**src/hdl/dcts_pkg.sv**
```systemverilog
// Shared types, constants and arithmetic helpers for the DPCM codebook trellis search.
// Used by the search cell and by the top level; depends on nothing else.
package dcts_pkg;

	localparam int NUM_CELLS = 16;
	localparam int IDX_W     = 4;
	localparam int CNT_W     = 5;
	localparam int COST_W    = 32;
	localparam int VAL_W     = 8;
	localparam int CODE_W    = 9;
	localparam int SQ_W      = 16;
	localparam int CFG_W     = 63;
	localparam int CFG_IDX_W = 2;

	// Configuration register indexes.
	localparam logic [CFG_IDX_W-1:0] REG_CODE_COUNT = 2'd0;
	localparam logic [CFG_IDX_W-1:0] REG_CODES_LOW  = 2'd1;
	localparam logic [CFG_IDX_W-1:0] REG_CODES_MID  = 2'd2;
	localparam logic [CFG_IDX_W-1:0] REG_CODES_HIGH = 2'd3;

	// Decoded start value and the saturation limit of an accumulated cost.
	localparam logic [VAL_W-1:0]  START_VALUE = 8'd128;
	localparam logic [VAL_W-1:0]  VALUE_MAX   = 8'd255;
	localparam logic [COST_W-1:0] COST_MAX    = 32'hFFFF_FFFF;

	// One survivor as it travels round the ring of cells.
	typedef struct packed {
		logic [COST_W-1:0] cost;
		logic [VAL_W-1:0]  value;
		logic [IDX_W-1:0]  idx;
	} ring_t;

	// Commands that the sequencer broadcasts to every cell.
	typedef struct packed {
		logic init;    // start every survivor from the first sample
		logic load;    // copy own survivor into the ring register
		logic shift;   // take the neighbour's ring register
		logic run;     // score the survivor now in the ring register
		logic commit;  // replace own survivor by the best candidate
	} cell_ctrl_t;

	// Adds a signed code to a decoded value and clamps the result to 0..255.
	function automatic logic [VAL_W-1:0] clamp_add(input logic [VAL_W-1:0] v,
			input logic signed [CODE_W-1:0] c);
		logic signed [CODE_W:0] s;
		s = $signed({2'b00, v}) + $signed({c[CODE_W-1], c});
		if (s > $signed({2'b00, VALUE_MAX}))
			return VALUE_MAX;
		else if (s < 0)
			return '0;
		else
			return s[VAL_W-1:0];
	endfunction

	// Squared difference of two 8-bit values.
	function automatic logic [SQ_W-1:0] sq_err(input logic [VAL_W-1:0] a,
			input logic [VAL_W-1:0] b);
		logic [VAL_W-1:0] d;
		d = (a > b) ? (a - b) : (b - a);
		return {8'd0, d} * {8'd0, d};
	endfunction

	// Cost accumulation that sticks at the all-ones limit.
	function automatic logic [COST_W-1:0] sat_add(input logic [COST_W-1:0] a,
			input logic [SQ_W-1:0] b);
		logic [COST_W:0] s;
		s = {1'b0, a} + {17'd0, b};
		return s[COST_W] ? COST_MAX : s[COST_W-1:0];
	endfunction

endpackage

```
**src/hdl/dcts_cell.sv**
```systemverilog
// One codeword cell of the trellis ring: holds the survivor of its codeword and
// picks the cheapest predecessor as the survivors pass by. Depends on dcts_pkg.
module dcts_cell (
	input  logic                                clk,
	input  logic                                arst_n,
	input  dcts_pkg::cell_ctrl_t                ctrl,
	input  logic [dcts_pkg::VAL_W-1:0]          x,
	input  logic signed [dcts_pkg::CODE_W-1:0]  code,
	input  logic [dcts_pkg::IDX_W-1:0]          index,
	input  logic [dcts_pkg::CNT_W-1:0]          count,
	input  dcts_pkg::ring_t                     ring_in,
	output dcts_pkg::ring_t                     ring_out
);
	import dcts_pkg::*;

	logic [COST_W-1:0] surv_cost_q;
	logic [VAL_W-1:0]  surv_value_q;
	ring_t             ring_q;
	ring_t             cand_s1;
	logic              cand_vld_s1;
	ring_t             best_q;
	logic              best_vld_q;

	logic              active;
	logic [VAL_W-1:0]  init_value;
	logic [COST_W-1:0] init_cost;
	logic [VAL_W-1:0]  cand_value;
	logic [COST_W-1:0] cand_cost;
	logic              cand_ok;
	logic              better;

	assign ring_out = ring_q;
	assign active   = ({1'b0, index} < count);

	// Starting survivor for the first sample of a sequence.
	assign init_value = clamp_add(START_VALUE, code);
	assign init_cost  = {16'd0, sq_err(x, init_value)};

	// Cost of extending the passing survivor by this cell's codeword.
	assign cand_value = clamp_add(ring_q.value, code);
	assign cand_cost  = sat_add(ring_q.cost, sq_err(x, cand_value));
	assign cand_ok    = ctrl.run && ({1'b0, ring_q.idx} < count);

	// A lower cost wins; on a tie the lower predecessor index wins.
	assign better = !best_vld_q || (cand_s1.cost < best_q.cost) ||
		((cand_s1.cost == best_q.cost) && (cand_s1.idx < best_q.idx));

	// Survivor, ring and candidate registers. A cell outside the codewords in
	// use keeps its survivor untouched.
	always_ff @(posedge clk) begin
		if (ctrl.init && active) begin
			surv_cost_q  <= init_cost;
			surv_value_q <= init_value;
		end else if (ctrl.commit && active) begin
			surv_cost_q  <= best_q.cost;
			surv_value_q <= best_q.value;
		end
		if (ctrl.load) begin
			ring_q <= '{cost: surv_cost_q, value: surv_value_q, idx: index};
		end else if (ctrl.shift) begin
			ring_q <= ring_in;
		end
		cand_s1 <= '{cost: cand_cost, value: cand_value, idx: ring_q.idx};
		if (cand_vld_s1 && better) begin
			best_q <= cand_s1;
		end
	end

	// Candidate and best-so-far qualifiers.
	always_ff @(posedge clk or negedge arst_n) begin
		if (!arst_n) begin
			cand_vld_s1 <= 1'b0;
			best_vld_q  <= 1'b0;
		end else begin
			cand_vld_s1 <= cand_ok;
			if (ctrl.load)
				best_vld_q <= 1'b0;
			else if (cand_vld_s1)
				best_vld_q <= 1'b1;
		end
	end

endmodule

```
**config.mk**
```make
export PLATFORM = sky130hd
export DESIGN_NAME = dcts_cell
export DESIGN_NICKNAME = d
export VERILOG_FILES = /design/src/hdl/dcts_pkg.sv /design/src/hdl/dcts_cell.sv
export SDC_FILE = /design/constraint.sdc
export NUM_CORES = 1
export LEC_CHECK = 0
export BUFFER_PORTS_ARGS = -buffer_cell sky130_fd_sc_hd__buf_2
export CAP_MARGIN = 20
export CORE_MARGIN = 2
export CORE_UTILIZATION = 50
export CTS_CLUSTER_DIAMETER = 100
export DETAILED_ROUTE_END_ITERATION = 10
export PLACE_DENSITY = 0.76
export SLEW_MARGIN = 30
export SYNTH_ARGS = -nofsm -noshare
export SYNTH_HDL_FRONTEND = slang
export SYNTH_SLANG_ARGS = --single-unit
```
**constraint.sdc**
```tcl
create_clock -name clk -period 17.7 [get_ports clk]
set_input_delay 3.54 -clock clk [delete_from_list [all_inputs] [get_ports clk]]
set_output_delay 3.54 -clock clk [all_outputs]
set_load 0.01 [all_outputs]
```
======== After elaboration in Yosys (flattened, before gate mapping) ========
Cells that the tools add are included.
word-level totals
  input bits .............................. 77
  ROM bits ................................ 0
  register bits ........................... 174
  output and inout bits ................... 44
  memories kept ........................... 0
  latch bits .............................. 0
  word-level logic and storage cells ...... 59
  memory bits (writable) .................. 0
cells by class
  multiply operators ...................... 2
  reduce and logical (&&, ||, !) cells .... 11
  add/sub/neg operators ................... 7
  shift-type cells ........................ 0
  muxes and demuxes ....................... 14
  magnitude comparators ................... 10
  eq/ne operators ......................... 1
  div/mod/pow operators ................... 0
  bitwise gates (word level) .............. 0
operators by type and width
  cell                                                                               number
  44-bit 2-to-1 mux                                                                  2
  8-bit 2-to-1 mux                                                                   8
  32-bit by 16-bit adder with 33-bit output                                          1
  32-bit equality test                                                               1
  32-bit less-than comparator                                                        1
  8-bit by 8-bit multiplier with 16-bit output                                       2
  16-bit 2-to-1 mux                                                                  2
  8-bit subtractor                                                                   4
  10-bit by 9-bit greater-than comparator with 1-bit output (second input constant)  2
  10-bit by 1-bit less-than comparator with 1-bit output (second input constant)     2
  8-bit greater-than comparator                                                      2
  9-bit by 9-bit adder with 10-bit output                                            1
  9-bit by 9-bit adder with 10-bit output (first input constant)                     1
  4-bit by 5-bit less-than comparator with 1-bit output                              2
  2-bit nonzero test                                                                 3
  1-bit logical AND                                                                  5
  4-bit less-than comparator                                                         1
  1-bit logical OR                                                                   2
  1-bit 2-to-1 mux                                                                   2
  1-bit logical NOT                                                                  1

======== Logic depth before layout (Yosys ltp) ========
  word-level depth ........................ 8
  depth in mapped cells ................... 39
  mapped depth without buffers ............ 38

======== Least setup slack after synthesis ========
Ideal clock, no wire load.
  kind .................................... input port to flip-flop
  start point ............................. input port code[0] (netlist bit)
  end point ............................... register cand_s1[16] (netlist bit)
  arrival time ............................ 12162 ps
  buffers on the path ..................... 2
  setup slack ............................. 5413 ps
  stages on the path ...................... 37
  library setup time ...................... 125 ps
  data required time ...................... 17575 ps
  path through ............................ ha_1 inv_1 fa_1 nor2b_1 o21ai_0 a21boi_0 o21ai_0 a21boi_0 or4b_2 nand3_1 clkbuf_1 a21oi_1 ha_1 a211oi_1 o21ai_0 o21ai_2 mux2i_1 o2bb2ai_1 o21ai_0 xnor2_1 nor2_1 fa_1 fa_1 fa_1 inv_1 fa_1 inv_1 ha_1 o21a_1 o2111a_1 o21ai_0 a21oi_1 nor3_1 nor2_1 nand2_1 clkbuf_1 nand2_1
between the ends
  longest elaborated chain between the ends .. 8
  elaborated cells between the ends (all ways) .. 11
  those cells by class .................... add/sub (4); mul (1); order compare (3); mux (3)
ends and longest elaborated chain
  item                                                               RTL line         source
  start, declared                                                    dcts_cell.sv:8   input logic signed [dcts_pkg::CODE_W-1:0] code,
  9-bit by 9-bit adder with 10-bit output *                          dcts_pkg.sv:46   s = $signed({2'b00, v}) + $signed({c[CODE_W-1], c});
  10-bit by 1-bit less-than comparator with 1-bit output             dcts_pkg.sv:49   else if (s < 0)
  8-bit 2-to-1 mux                                                   dcts_pkg.sv:49
  8-bit 2-to-1 mux *                                                 dcts_pkg.sv:47   if (s > $signed({2'b00, VALUE_MAX}))
  8-bit subtractor or 8-bit greater-than comparator (tied branches)  dcts_pkg.sv:59   d = (a > b) ? (a - b) : (b - a);
  8-bit 2-to-1 mux *                                                 dcts_pkg.sv:59
  8-bit by 8-bit multiplier with 16-bit output *                     dcts_pkg.sv:60   return {8'd0, d} * {8'd0, d};
  32-bit by 16-bit adder with 33-bit output *                        dcts_pkg.sv:67   s = {1'b0, a} + {17'd0, b};
  end signal, assigned                                               dcts_cell.sv:63  cand_s1 <= '{cost: cand_cost, value: cand_value, idx: ring_q.idx};
  end, declared                                                      dcts_cell.sv:19  ring_t cand_s1;
Every way passes the cells marked *; elsewhere a longest branch is shown, timed or not.
A chain may end at the register's enable or synchronous reset.

======== Final worst setup path ========
  start point ............................. input port code[0] (netlist bit)
  end point ............................... register cand_s1[17] (netlist bit)
The elaborated chain is that of the path after synthesis.

==> results.md <==
* Critical Path Start: code[0]
* CP Class: input port to flip-flop
* Post-synthesis sequential area ratio at 0.366
* GRT Resource Usage Total at 0.233
* Post-cts resize count at 0
* H-tree depth at 4
* Vias in the first global route at ~9,300
* Pins Over Slew Limit at 0
* Post-Syn Instances at 1,229
* Pin count of the biggest net entering global routing at between 40 and 50
* CP startpoint kind: input port
* Gr ovfl total at 0
* Met2 Usage GRT at 0.378
* Top cells by count, synth: 174 x inv_1, 153 x ha_1, 118 x nor2_1
* Fin Setup TNS at 0 ns
* Worst hold path depth at 0
* Post-CTS Repair Setup Buffers at 0
* Area share of the largest cell type after synthesis at 0.267
* Die Wd at about 160 um
* Worst min path class: flip-flop to flip-flop
* Final wirelength at 29.9 mm
* Crit path time final at about 13 ns
* Area contributors post-synth: edfxtp_1 27%, ha_1 15%, fa_1 11%, dfxtp_1 9.5%, inv_1 5.2%
* Worst Setup EP: cand_s1[17]
* Levels on crit path at 35
* GR peak layer: met2
* CP Capture Type: flip-flop
* I/O pin cnt at 121
* CTS Hold Buffers Added at 0
* CTS Sinks at around 170
* First-pass DRT Iterations at 7
* Clock Path Buffers at 2
* Status: finished, final reports clean
* Library cells used by synthesis at 62
* Worst reg2reg endpoint: cand_s1[17]
* Critical Path Most Common Cell: o21ai_0
* Antenna viol nets, final at 0
* Antenna violations before repair at 0
* Later-pin clock latency in the skew report at 0.45 ns
* Arr. time, crit path at 13.63 ns
* Least-Margin Pin Slew at ~0.96 ns
* Layout Nets at 1,653
* Met1 Resource Use GR at 0.324
* RSZ-0062 raised after global routing: no
* Layout Skew at between 0.015 and 0.02 ns
* Routed wire per std cell at 17.6 um
* Synth Net Count at 1,528
* Synthesized area per cell at 10.2 um^2
* Layout Area Growth over Synthesis at 12.6%
* GPL Wtd Cong at 0.950
* Max Clk Rate at about 75 MHz
* Worst slew margin at 0.354
* Antenna diode count at 0
* DRC viols at 0
* Post-synthesis compound-gate area fraction at 0.109
* CP Max Fanout at 27
* FF-to-FF setup slack at ~7.1 ns
* CP max stage delay at ~0.7 ns
* Simple-gate share of the synthesized area at 0.112
* Total CTS buffers at 17
* Main combinational cell family by area after synthesis: adder cells
* Buffers and inverters on the worst path at 4
* FP Rows at 58
* # fillers at between 2,000 and 2,500
* CP delay by family, top: adder cells
* R2R cell count at 34
* Clk pin slew, worst setup/hold paths at approximately 0.07 ns
* Area taken by multi-input logic gates at just over 0.007 mm^2
* Die area at between 0.02 and 0.03 mm^2
* Port bufs at 120
* Synth area leader: edfxtp_1
* Number of synthesized flops with an enable pin at ~110
* Die H at roughly 160 um
* Synth Area in XOR/XNOR at 0.0368
* Synth async-reset ratio at 0.0115
* First-pass GRT wire length at 48.0 mm
* Required time worst endpoint at 17.99 ns
* Most common cell in the netlist: inv_1
* DR vias/cell at 5.43
* CTS tree: done
* Register area at between 0.004 and 0.005 mm^2
* Vias at ~9,200
* Iter 0 DRT Violations at 670
* Final-report setup violation count at 0
* Hold Startpoint: ring_out[0]
* Multiplexer share of the synthesized area at 0.0552
* Syn Std Cell Area at ~0.013 mm^2
* Slowest cell on the critical path: or4b_2
* Initial Util at 0.505
* Hold Violations, Final at 0
* YS warnings at 0
* Tcrit/Tclk final at 0.754
* Max-Cap Viols at 0
* Register bit total from synthesis at about 170
* Adder-Cell Fraction of Synth Area at 0.262
* Share of cells above drive strength 1 at 0.173
* Core footprint at 0.0250 mm^2
* Main synth FF type: edfxtp_1
* Reg2reg start: ring_out[4]
* M3 GR Usage at 0.0430
* Dpl hpwl at approximately 23 mm
* CTS root buf: clkbuf_16
==> sequential cells by signal, indices dropped and copies added (netlist names) <==
register / count
best_q: 44
surv_cost_q: 32
cand_vld_s1: 1
best_vld_q: 1
ring_out: 44
cand_s1: 44
surv_value_q: 8
==> stage by stage <==
| stage | instances | hold WS, ns | setup slack [ns] | util | instance area (um^2) |
|---|---|---|---|---|---|
| after floorplan | 1229 | 0.386 | 5.41 | - | 12600 |
| after global placement | 1665 | 0.384 | 4.18 | 0.544 | 13600 |
| after detailed placement | 1665 | 0.372 | 3.75 | 0.544 | 13600 |
| after CTS | 1697 | 0.390 | 4.21 | 0.568 | 14200 |
| after global routing | 1697 | 0.412 | 3.67 | 0.568 | 14200 |
| final | 1697 | 0.384 | 4.36 | 0.568 | 14200 |
==> placed cells by master (no fill, tap or decap), drive strengths merged, types with 33 or more instances in the layout <==
| cell type | count |
|---|---|
| a21oi | 66 |
| a21o | 33 |
| nand2 | 81 |
| mux2 | 52 |
| xnor2 | 33 |
| buf | 128 |
| ha | 153 |
| dfxtp | 60 |
| fa | 69 |
| nor2 | 118 |
| edfxtp | 112 |
| inv | 182 |
| o21ai | 51 |
==> layer usage <==
layer	vias up	routed length, um
met3	37	1590
met5	-	0
met2	262	13800
met1	4471	13900
li1	4452	-
met4	0	563
==> final cells by class <==
cell class                 instances  share of cell area
clock buffer                      18              0.0303
clock inverter                    14              0.0116
inverter                         174              0.0460
multi-input combinational        859               0.511
sequential                       174               0.325
tap                              330              0.0291
timing repair buffer             128              0.0466
==> logic make-up after synthesis <==
| logic type | count (synthesis) |
|---|---|
| adder cells (fa/ha/maj) | 222 |
| AND/OR/NAND/NOR | 310 |
| buffers and inverters | 196 |
| XOR/XNOR | 52 |
| multiplexers | 63 |
| AO/OA/AOI/OAI | 212 |
| flip-flops | 174 |
==> worst reg2reg max path, delay by kind of cell (launching register included) <==
family,cells,cell delay [ns]
buf+inv,3,0.16
fa+ha+maj,8,3.29
mux,1,0.33
xor+xnor,1,0.64
compound gates,14,3.15
simple gates,7,2.43
flops,1,0.43
==> worst min-delay path by stage <==
| stage | end | slack (ns) |
|---|---|---|
| 2_1_floorplan | best_q[10] | 0.39 |
| 3_3_place_gp | cand_s1[0] | 0.38 |
| 3_5_place_dp | cand_s1[0] | 0.37 |
| 4_1_cts | cand_s1[0] | 0.39 |
| 5_1_grt | best_q[5] | 0.41 |
| 6_report | cand_s1[0] | 0.38 |
Power is not shown: default switching activity piles up to over one toggle a cycle in this logic, so the estimate is an artifact.
